==> src/hw/rtl/pssh_pkg.sv <==
// ----------------------------------------------------------------------------
// pssh_pkg
// Shared constants, types and helper functions of the partition/slot size
// histogram: table geometry, field widths, request and register codes.
// ----------------------------------------------------------------------------
package pssh_pkg;

  // table geometry
  localparam int MAX_PARTITIONS = 16;
  localparam int MAX_SLOTS      = 256;
  localparam int TABLE_DEPTH    = MAX_PARTITIONS * MAX_SLOTS;
  localparam int PART_W         = $clog2(MAX_PARTITIONS);
  localparam int SLOT_W         = $clog2(MAX_SLOTS);
  localparam int ADDR_W         = PART_W + SLOT_W;
  localparam int NP_W           = $clog2(MAX_PARTITIONS + 1);
  localparam int NS_W           = $clog2(MAX_SLOTS + 1);

  // field widths
  localparam int REQ_W      = 2;
  localparam int HASH_W     = 64;
  localparam int BUCKET_W   = 32;
  localparam int LEN_W      = 16;
  localparam int VALUE_W    = 48;
  localparam int COUNT_W    = 32;
  localparam int PCOUNT_W   = 5;
  localparam int SCOUNT_W   = 9;

  // configuration port
  localparam int CFG_INDEX_W = 2;
  localparam int CFG_DATA_W  = 32;

  localparam logic [CFG_INDEX_W-1:0] CFG_BUCKET_COUNT    = 2'd0;
  localparam logic [CFG_INDEX_W-1:0] CFG_PARTITION_COUNT = 2'd1;
  localparam logic [CFG_INDEX_W-1:0] CFG_SLOT_COUNT      = 2'd2;

  localparam logic [BUCKET_W-1:0] BUCKET_COUNT_RESET    = 32'd16;
  localparam logic [PCOUNT_W-1:0] PARTITION_COUNT_RESET = 5'd1;
  localparam logic [SCOUNT_W-1:0] SLOT_COUNT_RESET      = 9'd256;

  // request codes
  localparam logic [REQ_W-1:0] REQ_COUNT   = 2'd0;
  localparam logic [REQ_W-1:0] REQ_CONVERT = 2'd1;
  localparam logic [REQ_W-1:0] REQ_READ    = 2'd2;

  // bytes added per record on top of key and value
  localparam int RECORD_OVERHEAD = 2;

  // mapping settings seen by the mapper
  typedef struct packed {
    logic [BUCKET_W-1:0] bucket_count;
    logic [NP_W-1:0]     parts;
    logic [NS_W-1:0]     slots;
  } map_cfg_t;

  // mapper status toward the top level
  typedef struct packed {
    logic              done;
    logic [PART_W-1:0] part;
    logic [SLOT_W-1:0] slot;
  } map_result_t;

  // partitions in use: zero counts as one, clamp to table size
  function automatic logic [NP_W-1:0] parts_in_use(input logic [PCOUNT_W-1:0] pc);
    logic [NP_W-1:0] r;
    if (pc == '0) begin
      r = NP_W'(1);
    end else if (int'(pc) > MAX_PARTITIONS) begin
      r = NP_W'(MAX_PARTITIONS);
    end else begin
      r = NP_W'(pc);
    end
    return r;
  endfunction

  // slots in use: zero counts as one, clamp to table size
  function automatic logic [NS_W-1:0] slots_in_use(input logic [SCOUNT_W-1:0] sc);
    logic [NS_W-1:0] r;
    if (sc == '0) begin
      r = NS_W'(1);
    end else if (int'(sc) > MAX_SLOTS) begin
      r = NS_W'(MAX_SLOTS);
    end else begin
      r = NS_W'(sc);
    end
    return r;
  endfunction

  function automatic logic [VALUE_W-1:0] add_sat_value(input logic [VALUE_W-1:0] a,
                                                       input logic [VALUE_W-1:0] b);
    logic [VALUE_W:0] s;
    s = {1'b0, a} + {1'b0, b};
    return s[VALUE_W] ? {VALUE_W{1'b1}} : s[VALUE_W-1:0];
  endfunction

  function automatic logic [COUNT_W-1:0] add_sat_count(input logic [COUNT_W-1:0] a,
                                                       input logic [COUNT_W-1:0] b);
    logic [COUNT_W:0] s;
    s = {1'b0, a} + {1'b0, b};
    return s[COUNT_W] ? {COUNT_W{1'b1}} : s[COUNT_W-1:0];
  endfunction

endpackage

==> src/hw/rtl/pssh_map.sv <==
// ----------------------------------------------------------------------------
// pssh_map
// Bit-serial record mapper. A restoring divider computes
// bucket_count / partitions in the first 32 steps and bucket_num / that
// quotient in the next 32; alongside, a 9-bit remainder unit reduces the
// 64-bit hash modulo the slots in use one bit per step. 64 steps in all.
// ----------------------------------------------------------------------------
module pssh_map (
  input  logic                          clk,
  input  logic                          rst,
  input  logic                          start,
  input  pssh_pkg::map_cfg_t            cfg,
  input  logic [pssh_pkg::HASH_W-1:0]   hash_value,
  input  logic [pssh_pkg::BUCKET_W-1:0] bucket_num,
  output pssh_pkg::map_result_t         result
);
  import pssh_pkg::*;

  localparam int STEP_W = $clog2(HASH_W);
  localparam logic [STEP_W-1:0] LAST_STEP   = STEP_W'(HASH_W - 1);
  localparam logic [STEP_W-1:0] SWITCH_STEP = STEP_W'(BUCKET_W - 1);

  logic                busy;
  logic [STEP_W-1:0]   step;
  logic                done;
  logic [PART_W-1:0]   part;
  logic [SLOT_W-1:0]   slot;

  logic [BUCKET_W-1:0] dvd;
  logic [BUCKET_W-1:0] dsr;
  logic [BUCKET_W-1:0] rem;
  logic [BUCKET_W-1:0] bkt;
  logic                div_zero;
  logic [HASH_W-1:0]   hsh;
  logic [NS_W-1:0]     hrem;

  logic [BUCKET_W:0]   trial;
  logic [BUCKET_W:0]   trial_diff;
  logic                fits;
  logic [BUCKET_W-1:0] rem_next;
  logic [BUCKET_W-1:0] quo_next;
  logic [NS_W:0]       htrial;
  logic [NS_W:0]       hdiff;
  logic                hfits;
  logic [NS_W-1:0]     hrem_next;
  logic [NP_W-1:0]     last_part;
  logic [PART_W-1:0]   part_next;

  // one restoring step of the divider
  always_comb begin
    trial      = {rem, dvd[BUCKET_W-1]};
    trial_diff = trial - {1'b0, dsr};
    fits       = trial >= {1'b0, dsr};
    rem_next   = fits ? trial_diff[BUCKET_W-1:0] : trial[BUCKET_W-1:0];
    quo_next   = {dvd[BUCKET_W-2:0], fits};
  end

  // one step of the hash remainder
  always_comb begin
    htrial    = {hrem, hsh[HASH_W-1]};
    hdiff     = htrial - {1'b0, cfg.slots};
    hfits     = htrial >= {1'b0, cfg.slots};
    hrem_next = hfits ? hdiff[NS_W-1:0] : htrial[NS_W-1:0];
  end

  // zero divisor or quotient past the end selects the last partition
  always_comb begin
    last_part = cfg.parts - NP_W'(1);
    if (div_zero || (quo_next >= BUCKET_W'(cfg.parts))) begin
      part_next = last_part[PART_W-1:0];
    end else begin
      part_next = quo_next[PART_W-1:0];
    end
  end

  // step sequencer
  always_ff @(posedge clk) begin
    if (rst) begin
      busy <= 1'b0;
      step <= '0;
      done <= 1'b0;
    end else begin
      done <= 1'b0;
      if (start) begin
        busy <= 1'b1;
        step <= '0;
      end else if (busy) begin
        step <= step + STEP_W'(1);
        if (step == LAST_STEP) begin
          busy <= 1'b0;
          done <= 1'b1;
        end
      end
    end
  end

  // shift registers and remainders
  always_ff @(posedge clk) begin
    if (start) begin
      dvd  <= cfg.bucket_count;
      dsr  <= BUCKET_W'(cfg.parts);
      rem  <= '0;
      bkt  <= bucket_num;
      hsh  <= hash_value;
      hrem <= '0;
    end else if (busy) begin
      hsh  <= hsh << 1;
      hrem <= hrem_next;
      if (step == SWITCH_STEP) begin
        // divisor ready: start dividing the bucket number by it
        dvd      <= bkt;
        dsr      <= quo_next;
        rem      <= '0;
        div_zero <= (quo_next == '0);
      end else begin
        dvd <= quo_next;
        rem <= rem_next;
      end
      if (step == LAST_STEP) begin
        part <= part_next;
        slot <= hrem_next[SLOT_W-1:0];
      end
    end
  end

  assign result = '{done: done, part: part, slot: slot};

endmodule

==> config.mk <==
export PLATFORM = sky130hd
export DESIGN_NAME = pssh_map
export DESIGN_NICKNAME = d
export VERILOG_FILES = /design/src/hw/rtl/pssh_pkg.sv /design/src/hw/rtl/pssh_map.sv
export SDC_FILE = /design/constraint.sdc
export NUM_CORES = 1
export LEC_CHECK = 0
export ABC_AREA = 1
export BUFFER_PORTS_ARGS = -buffer_cell sky130_fd_sc_hd__buf_2
export CORE_ASPECT_RATIO = 0.5
export CORE_MARGIN = 2
export CORE_UTILIZATION = 25
export DETAILED_ROUTE_END_ITERATION = 10
export SYNTH_ARGS = -nofsm -noshare
export SYNTH_HDL_FRONTEND = slang
export SYNTH_SLANG_ARGS = --single-unit
==> constraint.sdc <==
create_clock -name clk -period 5.59 [get_ports clk]
set_input_delay 0.8385 -clock clk [delete_from_list [all_inputs] [get_ports clk]]
set_output_delay 0.8385 -clock clk [all_outputs]
set_load 0.01 [all_outputs]
==> results of run 1 <==
## registers in the layout, summed over array words and instances (netlist names)
| name | flops |
|---|---|
| slot | 8 |
| busy | 1 |
| bkt | 32 |
| rem | 32 |
| part | 4 |
| hsh | 64 |
| dvd | 32 |
| done | 1 |
| hrem | 9 |
| dsr | 32 |
| div_zero | 1 |
| step | 6 |
## cell type report
cell class / count / share of cell area
tap: 649 / 0.0559
clock buffer: 29 / 0.0448
multi-input combinational: 1069 / 0.360
inverter: 257 / 0.0667
timing repair buffer: 164 / 0.0578
clock inverter: 16 / 0.00766
sequential: 222 / 0.406
antenna: 4 / 0.000689
## Yosys cell counts, types with 5 or more instances
master,instances,area [sq um]
sky130_fd_sc_hd__o22ai_1,30,188
sky130_fd_sc_hd__dfxtp_1,76,1520
sky130_fd_sc_hd__nand4_1,16,100
sky130_fd_sc_hd__nand2_1,604,2270
sky130_fd_sc_hd__buf_2,10,50.1
sky130_fd_sc_hd__nor2_2,5,31.3
sky130_fd_sc_hd__nor2_1,84,315
sky130_fd_sc_hd__buf_6,5,56.3
sky130_fd_sc_hd__clkinv_1,5,18.8
sky130_fd_sc_hd__nor3_1,9,45.0
sky130_fd_sc_hd__inv_1,245,920
sky130_fd_sc_hd__xor2_1,7,61.3
sky130_fd_sc_hd__o21ai_1,14,70.1
sky130_fd_sc_hd__o21ai_0,27,135
sky130_fd_sc_hd__a31oi_1,33,206
sky130_fd_sc_hd__clkbuf_1,28,105
sky130_fd_sc_hd__nand3_1,94,470
sky130_fd_sc_hd__edfxtp_1,146,4380
sky130_fd_sc_hd__a21oi_1,28,140
sky130_fd_sc_hd__inv_2,7,26.3
sky130_fd_sc_hd__and2_1,5,31.3
sky130_fd_sc_hd__ha_1,48,601
sky130_fd_sc_hd__xnor2_1,15,131
sky130_fd_sc_hd__nand2_2,10,62.6
sky130_fd_sc_hd__nand3b_1,15,113
## metal layers
metal,share of wire,wire length (microns),GRT usage
met5,0,0,0
met4,0.022,722,0.0332
met3,0.044,1470,0.0233
met2,0.45,15000,0.211
met1,0.49,16200,0.178
## stage by stage
step	hold slack [ps]	power [mW]	worst slack (ps)
floorplan	419	4.20	1190
global placement	441	4.88	1970
detailed placement	445	4.88	1940
CTS	439	6.48	1930
global route	439	6.95	1530
finish	458	6.45	1920
## worst max-delay path by stage
stage	startpoint	to	slack (ps)	cells past startpoint
finish	dsr[8]	part[0]	1920	21
global route	dsr[5]	part[0]	1530	21
CTS	dsr[8]	part[2]	1930	21
detailed placement	dsr[8]	part[1]	1940	21
global placement	dsr[8]	part[0]	1970	21
floorplan	start	dvd[0]	1190	3
## critical path, delay by kind of cell, from the launching register on
kind	cells	cell delay [ps]
DFF	1	300
adders and majority gates	2	630
and+or+nand+nor	12	1790
AOI/OAI and AO/OA	4	460
buffers and inverters	3	190
## logic make-up after synthesis
| kind of cell | after synthesis |
|---|---|
| AND/OR/NAND/NOR | 853 |
| buffers and inverters | 306 |
| flip-flops | 222 |
| AO/OA/AOI/OAI | 144 |
| adder cells (fa/ha/maj) | 50 |
| XOR/XNOR | 22 |
## power by group
part	switching [mW]	total, mW	leakage (nW)	internal, mW
registers	0.0779	2.02	2.07	1.94
clock network	0.694	1.57	0.372	0.880
logic	1.92	2.85	4.57	0.933
## cell usage in the layout (no fill, tap or decap), types with 14 or more instances in the layout
cell and count:
sky130_fd_sc_hd__dfxtp_1 76, sky130_fd_sc_hd__o21ai_0 27, sky130_fd_sc_hd__edfxtp_1 146, sky130_fd_sc_hd__buf_2 156, sky130_fd_sc_hd__clkbuf_16 25, sky130_fd_sc_hd__nand4_1 16
sky130_fd_sc_hd__nor2_1 82, sky130_fd_sc_hd__o21ai_1 14, sky130_fd_sc_hd__a31oi_1 33, sky130_fd_sc_hd__inv_1 243, sky130_fd_sc_hd__nand3b_1 15, sky130_fd_sc_hd__nand2_1 604
sky130_fd_sc_hd__xnor2_1 15, sky130_fd_sc_hd__a21oi_1 28, sky130_fd_sc_hd__o22ai_1 30, sky130_fd_sc_hd__ha_1 48, sky130_fd_sc_hd__nand3_1 94
==> impl_metrics.toml, run 1 <==
[clock_tree]
cts.sink_count = 222
cts.path.max_buffers = 3
ctsHtreeMaxLevel = 1
cts_resized = 0
cts-hold-fix-buffers = 0
cts_setup_buffers = 0
cts_root_buf = "sky130_fd_sc_hd__clkbuf_16"
clock_latency_ps = 540
clock_tree_from_tritoncts = "built"
cts.reportedPaths.clkPinSlew_ps = 60
cts_made_buffers = 25

[sta]
maxSlewViolCount = 0
timing.max_slew.rel_slack = 0.304
finalSetupViolations = 0
rsz_0062_raised_after_global_routing = "false"
totalNegativeSetupSlack_ps = 0
final_period_minus_worst_setup_slack_ps = 3670
hold_viol_final = 0
worst_pin_slew_ps = 1040
fmaxAchievable_mhz = 273
fin_crit_sh = 0.656
clock-skew-final_ps = 10.7

[floorplan]
std_cell_rows = 57
ios = 158
die_height_microns = 161
placeableCoreArea_sq_um = 48600
initial_core_util = 0.254
die_x_microns = 318
design.die.area_sq_um = 51300

[placement]
placement.cell_area_sq_um = 13800
post-dp-hpwl_microns = 24500
port_buffers = 157
dpl.cell_count = 2361
routability_congestion = 0.963

[power]
pleak_nw = 7.01
power_density_nw_per_um2 = 443
maximum_resistive_drop_on_vdd_mv = 0.242

[synthesis]
synth_warnings = 0
syn-cell-area_sq_um = 12300
yosys.area_share.simple = 0.288
synthAdderAreaFrac = 0.0519
synth_nets = 1792
synth_compound_gate_area_share = 0.0682
synth_top_flop_cell = "sky130_fd_sc_hd__edfxtp_1"
synth_xor_area_frac = 0.0156
synthesis.instances = 1597
post_synth_edffs = 146
synth.lib_cells_used.distinct = 44
ys_ff_latch = 222
syn_avg_cell_area_sq_um = 7.73
synth_top_family_by_area = "simple AND/OR/NAND/NOR gates"
post_synth_mux_area_share = 0
yosysSeqAreaShare = 0.478
ys_async_sr_fraction = 0

[final_layout]
layout.core_utilization = 0.299
multi_input_comb_area_sq_um = 5240
final_area_sq_um = 14500
post_route_cells_drive_above_1_share = 0.134
nFillCells = 5292
syn2layout_area_growth_pct = 17.7
nNetsFinal = 1934
post_layout_nonfiller_instances = 2410
seqCellArea_sq_um = 5910

[setup_path]
reg2reg_depth = 21
critPathSlowestCell = "sky130_fd_sc_hd__ha_1"
cp.required_ps = 5870
path_common_cell = "sky130_fd_sc_hd__nand2_1"
reg2reg_setup_slack_ps = 1920
crit_path_end_kind = "flop"
worstPathCellList = "inv_1 -> ha_1 -> nand2_1 -> nor2_1 -> nand3_1 -> nand3_2 -> nand2_2 -> nand2_2 -> nand2_4 -> nand2_8 -> inv_1 -> ha_1 -> inv_1 -> a21boi_0 -> o21a_1 -> o21ai_0 -> nand2_1 -> nand2_1 -> nand2_1 -> nand2_1 -> o21ai_0"
reg2reg_from = "dsr[8]"
worst_reg2reg_path_endpoint = "part[0]"
worst-endpoint-arrival_ps = 3950
timing.critical_path.fanout_max = 36
critical_path_startpoint_category = "flop"
crit_type = "reg2reg"
critPathMaxStageDelay_ps = 360

[global_route]
globalRoute.totalOverflow = 0
grt_first_pass_wirelength_microns = 53800
antenna_violations_before_repair = 4
grt_pass1_vias = 10000
grt_max_degree = 89
grt.total_usage = 0.130

[run_status]
result_of_the_run = "completed"

[routing]
drtAntennaViolNets = 0
drc_errors = 0
initialDrtViolationCount = 834
drt_first_pass_iters = 6
routedWlPerCell_microns = 13.9
detail_route.wirelength_microns = 33500
routed_via_density = 4.33
routed-via-count = 10400

[min_path]
worstHoldPathCells = 2
hold_path_class = "reg2reg"
launch_instance_of_the_worst_min_delay_path = "hrem[8]"
whs_endpoint = "hrem[8]"

[job]
timing.max_cap.violations = 0
(Power assumes the default switching activity.)
==> inputs of run 2 (changes only) <==
==> constraint.sdc (replaced) <==
create_clock -name clk -period 3.3 [get_ports clk]
set_input_delay 0.495 -clock clk [delete_from_list [all_inputs] [get_ports clk]]
set_output_delay 0.495 -clock clk [all_outputs]
set_load 0.01 [all_outputs]
==> run 2 against run 1 <==
Effect of this change: wire length grew 1.9%; combinational power grew 76%; final cell count grew 0.25%; first-iteration DRC count shrank 8.2%; core utilization grew 0.38 points; cell area grew 1.3%; non-clock buffer count grew 7; critical path depth is the same; critical path type unchanged; critical endpoint is now part[2].
==> impl_metrics.toml, run 2 (synthesis gave the netlist of run 1 again) <==
[run_status]
result_of_the_run = "completed"

[routing]
routedWlPerCell_microns = 14.1
drtAntennaViolNets = 0
routed-via-count = 10500
detail_route.wirelength_microns = 34100
drc_errors = 0
routed_via_density = 4.33
initialDrtViolationCount = 766
drt_first_pass_iters = 5

[final_layout]
nNetsFinal = 1941
largest_register = "hsh"
post_route_cells_drive_above_1_share = 0.142
layout.cells.most_common_list = "603 x sky130_fd_sc_hd__nand2_1, 243 x sky130_fd_sc_hd__inv_1, 156 x sky130_fd_sc_hd__buf_2"
syn2layout_area_growth_pct = 19.2
final_common_cell = "sky130_fd_sc_hd__nand2_1"
largest_reg_flops = 64

[floorplan]
placeableCoreArea_sq_um = 48600
die_x_microns = 318
design.die.area_sq_um = 51300
std_cell_rows = 57
initial_core_util = 0.254
ios = 158
die_height_microns = 161

[setup_path]
crit_path_end_kind = "flop"
critPathMaxStageDelay_ps = 380
path_common_cell = "sky130_fd_sc_hd__nand2_1"
cp.required_ps = 3580
reg2reg_from = "dsr[21]"
crit_type = "reg2reg"
worstPathCellList = "inv_1 -> ha_1 -> nand2_2 -> nor2_2 -> nand2_1 -> nor2_2 -> nand2_1 -> nand2_2 -> nor2_8 -> nand2_8 -> inv_1 -> ha_1 -> inv_1 -> a21boi_0 -> o21a_1 -> o21ai_0 -> nand2_1 -> nand2_1 -> nand2_2 -> nand2_1 -> o21ai_0"
critPathSlowestCell = "sky130_fd_sc_hd__ha_1"
worst_reg2reg_path_endpoint = "part[2]"
worst-endpoint-arrival_ps = 3250
critical_path_startpoint_category = "flop"
timing.critical_path.fanout_max = 8
reg2reg_setup_slack_ps = 330
reg2reg_depth = 21

[clock_tree]
cts.path.max_buffers = 3
clock_latency_ps = 540
cts.reportedPaths.clkPinSlew_ps = 60
ctsHtreeMaxLevel = 1
cts_setup_buffers = 0
cts_made_buffers = 25
clock_tree_from_tritoncts = "built"
cts_root_buf = "sky130_fd_sc_hd__clkbuf_16"
cts.sink_count = 222

[sta]
worst_pin_slew_ps = 1050
fin_crit_sh = 0.901
final_period_minus_worst_setup_slack_ps = 2970
totalNegativeSetupSlack_ps = 0
rsz_0062_raised_after_global_routing = "false"
fin_hold_ws_ps = 128
hold_viol_final = 0
finalSetupViolations = 0
timing.max_slew.rel_slack = 0.295
clock-skew-final_ps = 9.36
fmaxAchievable_mhz = 336
maxSlewViolCount = 0

[min_path]
whs_endpoint = "bkt[7]"
launch_instance_of_the_worst_min_delay_path = "bucket_num[7]"
worstHoldPathCells = 1
hold_path_class = "in2reg"

[global_route]
grt.total_usage = 0.132
globalRoute.totalOverflow = 0
grt_pass1_vias = 10100
antenna_violations_before_repair = 2
grt_max_degree = 109
grt_first_pass_wirelength_microns = 54500

[power]
maximum_resistive_drop_on_vdd_mv = 0.523
post-layout-total-power_mw = 11.4
pleak_nw = 7.10
power_density_nw_per_um2 = 774

[job]
timing.max_cap.violations = 0

[placement]
port_buffers = 157
post-dp-hpwl_microns = 24900
routability_congestion = 0.970
[run 2: cell types whose count changed in the layout (fill, tap and decap cells not counted), sizes merged]
cell,before,now
clkinv,17,10
buf,164,171
clkbuf,29,34
clkinvlp,1,0
bufinv,1,5
diode,4,2
[run 2: power by group]
group | switching [mW] | internal (mW)
clock network | 1.16 | 1.80
registers | 0.134 | 3.29
logic | 3.36 | 1.65
[run 2: timing repair]
action                                 in CTS  in global routing
hold buffers                                0                  0
gates resized for setup                     0                  7
endpoints found under the hold margin       0                  0
setup endpoints to repair                   0                  4
[run 2: cell type report]
class	count	area, sq um
Tap cell	649	812
Antenna cell	2	5.00
Timing Repair Buffer	171	918
Fill cell	5243	33900
Sequential cell	222	5910
Clock inverter	12	195
Multi-Input combinational cell	1069	5260
Inverter	257	970
Clock buffer	34	659
[run 2: worst max-delay path: cells and delay by family, from the launching register on]
kind,cells,cell delay [ps]
and+or+nand+nor,12,1180
adders and majority gates,2,640
AOI/OAI and AO/OA,4,450
DFF,1,320
buffers and inverters,3,140
[run 2: metrics by stage]
step / cell area (sq um) / cells / worst slack (ps) / util
floorplan: 12300 / 1597 / 578 / -
global placement: 13800 / 2368 / 255 / 0.285
detailed placement: 13800 / 2368 / 196 / 0.285
CTS: 14700 / 2414 / 193 / 0.302
global route: 14700 / 2416 / 16.3 / 0.303
finish: 14700 / 2416 / 328 / 0.303
[run 2: how the worst max path moves through the flow]
| stage | from | cells past startpoint | to | slack [ps] |
|---|---|---|---|---|
| 2_1_floorplan | dsr[19] | 21 | part[0] | 580 |
| 3_3_place_gp | dsr[25] | 21 | part[0] | 250 |
| 3_5_place_dp | dsr[25] | 21 | part[2] | 200 |
| 4_1_cts | dsr[25] | 21 | part[2] | 190 |
| 5_1_grt | dsr[16] | 23 | part[1] | 20 |
| 6_report | dsr[21] | 21 | part[2] | 330 |
[run 2: routing by layer]
layer	global-route usage	wire (microns)	up-vias	share of wire
li1	-	-	5402	-
met1	0.189	17100	4856	0.50
met2	0.205	14900	158	0.44
met3	0.0226	1310	47	0.038
met4	0.0353	760	0	0.022
met5	0	0	-	0
